[config.mk]
export PLATFORM = sky130hd
export DESIGN_NAME = thi_queue
export DESIGN_NICKNAME = d
export VERILOG_FILES = /design/src/sv/thi_pkg.sv /design/src/sv/thi_queue.sv
export SDC_FILE = /design/constraint.sdc
export NUM_CORES = 2
export LEC_CHECK = 0
export BUFFER_PORTS_ARGS = -buffer_cell sky130_fd_sc_hd__buf_4
export CAP_MARGIN = 40
export CORE_MARGIN = 2
export CORE_UTILIZATION = 55
export DETAILED_ROUTE_END_ITERATION = 7
export HOLD_SLACK_MARGIN = 0.02
export PLACE_DENSITY = 0.73
export SLEW_MARGIN = 20
export SYNTH_ARGS = -nofsm -noshare
export SYNTH_HDL_FRONTEND = slang
export SYNTH_SLANG_ARGS = --single-unit
[constraint.sdc]
create_clock -name clk_i -period 29.3 [get_ports clk_i]
set_clock_uncertainty 0.1 [all_clocks]
set_input_delay 5.86 -clock clk_i [delete_from_list [all_inputs] [get_ports clk_i]]
set_output_delay 5.86 -clock clk_i [all_outputs]
set_load 0.05 [all_outputs]
[src/sv/thi_pkg.sv]
// thi_pkg: shared widths, status codes and item types for the triangle height block.
// Used by every module of triangle_height_interpolate; depends on nothing.
`timescale 1ns / 1ps

package thi_pkg;

  localparam int CoordWidth = 32;
  localparam int DiffW      = CoordWidth + 1;        // corner differences
  localparam int ProdW      = 2 * DiffW;             // cross-product terms
  localparam int CrossW     = ProdW + 1;             // d, nu, nv
  localparam int MagW       = ProdW;                 // |d|, nu, nv once inside
  localparam int HalfW      = DiffW;                 // split point of nu/nv
  localparam int PartW      = 2 * DiffW;             // one partial product
  localparam int TermW      = MagW + DiffW;          // nu * |uz|
  localparam int NumW       = TermW + 1;             // |nu*uz + nv*vz|
  localparam int QuotW      = CoordWidth + 2;        // quotient bits
  localparam int SumW       = CoordWidth + 3;        // az + quotient
  localparam int QueueDepth = 8;
  localparam int QueueAw    = $clog2(QueueDepth);

  typedef enum logic [1:0] {
    HitInside     = 2'd0,
    HitOutside    = 2'd1,
    HitDegenerate = 2'd2
  } hit_e;

  typedef struct packed {
    logic signed [CoordWidth-1:0] corner_a_x;
    logic signed [CoordWidth-1:0] corner_a_y;
    logic signed [CoordWidth-1:0] corner_a_z;
    logic signed [CoordWidth-1:0] corner_b_x;
    logic signed [CoordWidth-1:0] corner_b_y;
    logic signed [CoordWidth-1:0] corner_b_z;
    logic signed [CoordWidth-1:0] corner_c_x;
    logic signed [CoordWidth-1:0] corner_c_y;
    logic signed [CoordWidth-1:0] corner_c_z;
    logic signed [CoordWidth-1:0] query_x;
    logic signed [CoordWidth-1:0] query_y;
    logic signed [CoordWidth-1:0] query_z;
  } in_item_t;

  typedef struct packed {
    logic [1:0]                   hit_status;
    logic signed [CoordWidth-1:0] result_z;
  } out_item_t;

  // classified transaction handed from front to back
  typedef struct packed {
    hit_e                         status;
    logic signed [CoordWidth-1:0] az;
    logic signed [CoordWidth-1:0] qz;
    logic signed [DiffW-1:0]      uz;
    logic signed [DiffW-1:0]      vz;
    logic [MagW-1:0]              nu;
    logic [MagW-1:0]              nv;
    logic [MagW-1:0]              den;
  } entry_t;

  // one stage of the restoring divider pipeline
  typedef struct packed {
    hit_e                         status;
    logic signed [CoordWidth-1:0] az;
    logic signed [CoordWidth-1:0] qz;
    logic                         neg;
    logic [MagW-1:0]              den;
    logic [MagW-1:0]              rem;
    logic [QuotW-1:0]             numlo;
    logic [QuotW-1:0]             quo;
  } div_t;

endpackage

[src/sv/thi_queue.sv]
// thi_queue: short FIFO of classified transactions between front and back.
// Depends on thi_pkg; the back drains one entry per cycle.
`timescale 1ns / 1ps

module thi_queue (
  input  logic            clk_i,
  input  logic            rst_ni,
  input  logic            push_i,
  input  thi_pkg::entry_t entry_i,
  output logic            pop_o,
  output thi_pkg::entry_t entry_o,
  output logic            almost_full_o
);

  localparam int Depth = thi_pkg::QueueDepth;
  localparam int Aw    = thi_pkg::QueueAw;

  thi_pkg::entry_t mem_q [Depth];
  logic [Aw-1:0]   wr_ptr_q, rd_ptr_q;
  logic [Aw:0]     count_q, count_d;

  assign pop_o   = (count_q != '0);
  assign entry_o = mem_q[rd_ptr_q];
  // leaves room for the transactions still inside the front
  assign almost_full_o = (count_q >= (Aw+1)'(Depth / 2));

  always_comb begin
    count_d = count_q;
    if (push_i && !pop_o) begin
      count_d = count_q + 1'b1;
    end else if (!push_i && pop_o) begin
      count_d = count_q - 1'b1;
    end
  end

  always_ff @(posedge clk_i or negedge rst_ni) begin
    if (!rst_ni) begin
      wr_ptr_q <= '0;
      rd_ptr_q <= '0;
      count_q  <= '0;
    end else begin
      count_q <= count_d;
      if (push_i) begin
        wr_ptr_q <= wr_ptr_q + 1'b1;
      end
      if (pop_o) begin
        rd_ptr_q <= rd_ptr_q + 1'b1;
      end
    end
  end

  always_ff @(posedge clk_i) begin
    if (push_i) begin
      mem_q[wr_ptr_q] <= entry_i;
    end
  end

endmodule

After elaboration in Yosys (flattened, before gate mapping) --
Memory sizes are Yosys's and may differ from the RTL's. Index checks and enable logic that the tools add are counted. Widths: inputs -> output; s select.
Storage, ports and cells: memories 1, output and inout port bits 332, input port bits 333, bits in writable memories 2640, register bits 10
Memory list:
- mem_q | words 8, bits a word 330, rd ports 1, clocked after Yosys merged registers in 0, wr ports 1, line thi_queue.sv:18 | thi_pkg::entry_t mem_q [Depth];
Cells by class: add/sub/neg operators 4, muxes and demuxes 4, reductions and logical operators 6, order comparisons 1
Operator list (count):
- $mux 4 | 2
- $add 3x1->3 const B | 2
- $add 4x1->4 const B | 1
- $ge 4x3->1 const B | 1
- $reduce_bool 4->1 | 1
- $sub 4x1->4 const B | 1
- $logic_and 1x1->1 | 2
- $logic_not 1->1 | 2
- $mux 1 | 2
- $reduce_bool 2->1 | 1

Logic depth before layout (Yosys ltp) --
depth in word-level cells 4, gate-level depth with buffers 8

Worst setup path before layout --
Ideal clock, no wire load.
path type input-to-reg, start point input port push_i, end point memory mem_q[0][0] (netlist bit) (enable), slack -0.357 ns, stages 2, required time 27.774 ns, arrival 28.131 ns, cells stage by stage nand2b_1 > nor3_1
Between the ends: word-level cells in the longest chain between the ends 2
Ends and longest elaborated chain:
- from (decl) | line thi_queue.sv:8 | input logic push_i,
- $mux 1 | line thi_queue.sv:53 | if (push_i) begin
- $mux 1 (not written as such) | line thi_queue.sv:54 | mem_q[wr_ptr_q] <= entry_i;
- to (decl) | line thi_queue.sv:18
Every way passes these cells.

==> results.py <==
metrics = {
    "outcome": {
        "status": "complete, no violations",
    },
    "final_layout": {
        "fin_nets": 5085,
        "drive_above_1_share": 0.433,
        "area.growth.synth_to_final_pct": 17.4,
        "multiInputGateArea_um2": 19000,
        "regArea_um2": 79500,
        "fillers": 11200,
    },
    "grt": {
        "grt_overflow": 0,
        "grt_pass1_vias": 45700,
        "antenna_found_initial": 51,
        "grt_pass1_wl_um": 305000,
        "grtUsageTotal": 0.225,
        "grt_max_degree": 132,
    },
    "power_and_ir_drop": {
        "intPower_mw": 8.66,
        "p_sw_frac": 0.350,
        "p_per_area_nw_per_um2": 114,
        "p_sw_mw": 4.66,
        "ir_worst_vdd_mv": 0.0874,
        "combPwrFrac": 0.382,
        "clockPowerShare": 0.251,
        "leakage_nw": 38.0,
        "p_seq_frac": 0.367,
    },
    "clock_network": {
        "post_cts_buffers": 0,
        "hold_buffers": 0,
        "clk_latency_ps": 880,
        "cts_tree": "built",
        "numCtsBuffers": 281,
        "ctsLongestPathBuffers": 4,
        "numClockSinks": 2650,
        "cts_resized": 0,
        "cts_max_level": 5,
        "clock-root-buffer": "clkbuf_16",
        "path_clk_slew_ps": 60,
    },
    "worst_setup_path": {
        "critPathMaxStageDelay_ps": 690,
        "worstSetupStartpointType": "flip-flop",
        "worst_path_dominant_cell_family": "buffers and inverters",
        "crit_top_cell": "buf_4",
        "crit_end": "entry_o[103]",
        "startpoint": "rd_ptr_q[1]$_DFFE_PN0P_",
        "rr_worst_depth": 8,
        "cp_data_required_time_ps": 23340,
        "path_buf_inv": 9,
        "cp_cell_sequence": "buf_16, buf_4, buf_4, buf_16, buf_4, buf_16, buf_4, buf_12, mux4_2, mux2_2, buf_4",
        "cp.depth": 11,
        "cp-end-kind": "primary output",
        "r2r-end": "mem_q[3][125]$_DFFE_PP_",
        "path_class": "reg2out",
        "cp_max_fo": 47,
        "slowest_stage": "dfrtp_4",
        "worst_ep_arrival_time_ps": 5730,
        "r2r_start": "wr_ptr_q[0]$_DFFE_PN0P_",
        "r2r_slack_ps": 25120,
    },
    "synthesis": {
        "ys_seq_elements": 2650,
        "yosys.area.top_type": "edfxtp_1",
        "synth_async_sr_flop_share": 0.00377,
        "avgSynthCellArea_um2": 25.7,
        "synth.distinct_cells": 26,
        "synth_edf_count": 2640,
        "synth_seq_area_share": 0.799,
        "synth.most_common_cell": "edfxtp_1",
        "synth_cells": 3878,
        "netlist_top_cells_count": "edfxtp_1, mux4_2, mux2_2",
        "yosys_warnings": 0,
        "syn_nets": 4216,
        "yosysTopAreaCellShare": 0.797,
        "syn-cell-area_um2": 99500,
        "synth-main-ff-cell": "edfxtp_1",
        "ys_top_cells_by_area": "edfxtp_1, mux4_2, mux2_2",
    },
    "floorplan": {
        "num_rows": 156,
        "core_um2": 180000,
        "io_pins": 665,
        "start_util": 0.552,
        "die_area_um2": 184000,
        "die_x_um": 429,
        "chipHeight_um": 429,
    },
    "timing": {
        "period_share": 0.399,
        "finalCriticalPeriod_ps": 11690,
        "setup_tns_ps": 0,
        "relSlewSlack": 0.163,
        "slew_violations": 0,
        "rsz0062_at_grt": "no",
        "worst_pin_slew_ps": 1260,
        "finalSetupViolCount": 0,
        "fmax_mhz": 85.5,
        "finalHoldViolations": 0,
        "setup_ws_ps": 17610,
    },
    "route": {
        "drc": 0,
        "vias_per_cell": 5.99,
        "postRouteAntennaNets": 0,
        "dr.first_iter.drc_count": 3545,
        "dr.pass1.iters": 5,
        "vias": 43900,
        "wl_per_cell_um": 28.2,
        "drt-total-wl_um": 207000,
    },
    "place": {
        "place_ws_ps": 18460,
        "io_buffers": 664,
        "hpwl_um": 115000,
        "gp_congestion": 0.759,
    },
    "worst_hold_path": {
        "min_path_type": "reg2reg",
    },
    "run": {
        "max_cap_viol_count": 0,
    },
}
power by group through the flow:
stage          sequential (mW)  clock [mW]  combinational [mW]
2_1_floorplan             5.19           0                3.64
3_3_place_gp              4.96           0                4.98
3_5_place_dp              4.97           0                5.13
4_1_cts                   4.89        3.41                5.16
5_1_grt                   4.93        3.56                5.31
6_report                  4.89        3.34                5.09
worst reg2reg max path, cell delays in order, from the launching register on:
cell,delay [ps]
dfrtp_1,560
nand2b_1,210
nor2_4,290
buf_4,660
buf_4,510
buf_4,480
buf_12,300
buf_4,400
buf_16,270
how the worst min path moves through the flow:
stage / from / end / slack (ps) / cells after the start
6_report: count_q[2]$_DFFE_PN0P_ / count_q[2]$_DFFE_PN0P_ / 410 / 2
3_3_place_gp: count_q[2]$_DFFE_PN0P_ / count_q[2]$_DFFE_PN0P_ / 400 / 2
3_5_place_dp: count_q[2]$_DFFE_PN0P_ / count_q[2]$_DFFE_PN0P_ / 390 / 2
4_1_cts: count_q[2]$_DFFE_PN0P_ / count_q[2]$_DFFE_PN0P_ / 410 / 2
5_1_grt: wr_ptr_q[1]$_DFFE_PN0P_ / wr_ptr_q[1]$_DFFE_PN0P_ / 480 / 1
2_1_floorplan: count_q[2]$_DFFE_PN0P_ / count_q[2]$_DFFE_PN0P_ / 370 / 2
final cells by class:
cell class	instances	area share
clock buffer	345	0.0631
sequential	2650	0.681
multi-input combinational	1039	0.162
clock inverter	130	0.0104
antenna	26	0.000557
inverter	2	0.0000643
tap	2370	0.0254
timing repair buffer	773	0.0572
flip-flops by register name, summed over array words and instances (netlist names):
| register | flops |
|---|---|
| rd_ptr_q | 3 |
| count_q | 4 |
| mem_q | 2640 |
| wr_ptr_q | 3 |
cell usage in the layout (no fill, tap or decap), types with 6 or more instances in the layout:
| master | instances |
|---|---|
| buf_12 | 25 |
| buf_16 | 28 |
| buf_4 | 720 |
| bufinv_16 | 22 |
| clkbuf_1 | 59 |
| clkbuf_16 | 285 |
| clkinv_1 | 52 |
| clkinv_2 | 38 |
| dfrtp_1 | 7 |
| diode_2 | 26 |
| edfxtp_1 | 2640 |
| inv_6 | 8 |
| mux2_2 | 332 |
| mux4_2 | 660 |
| nand2_1 | 7 |
| nor2_4 | 6 |
per-stage QoR:
step	cell area (um^2)	utilization	total power, mW	instances	hold slack, ps
4_1_cts	117000	0.648	13.5	7306	410
2_1_floorplan	99500	-	8.83	3878	370
6_report	117000	0.648	13.3	7335	406
5_1_grt	117000	0.648	13.8	7334	480
3_5_place_dp	108000	0.600	10.1	6831	395
3_3_place_gp	107000	0.595	9.95	6793	400
metal layers:
layer / track usage / part of all wire / wire, um / vias to the layer above
met5: 0 / 0.0016 / 322 / -
met4: 0.0945 / 0.035 / 7300 / 50
met3: 0.0627 / 0.074 / 15400 / 376
met2: 0.362 / 0.50 / 104000 / 1514
met1: 0.293 / 0.39 / 79700 / 23400
li1: - / - / - / 18500
logic make-up (layout without fill, tap and decap cells):
logic type,count (synthesis),count (layout),share of synthesized area
xor+xnor,7,7,0.000616
buf+inv,189,1250,0.0105
other cells,0,26,0
fa+ha+maj,5,5,0.000629
flops,2650,2650,0.799
compound gates,7,7,0.000465
mux,993,993,0.187
simple gates,27,27,0.00130
Power figures use the tool's default switching activity.
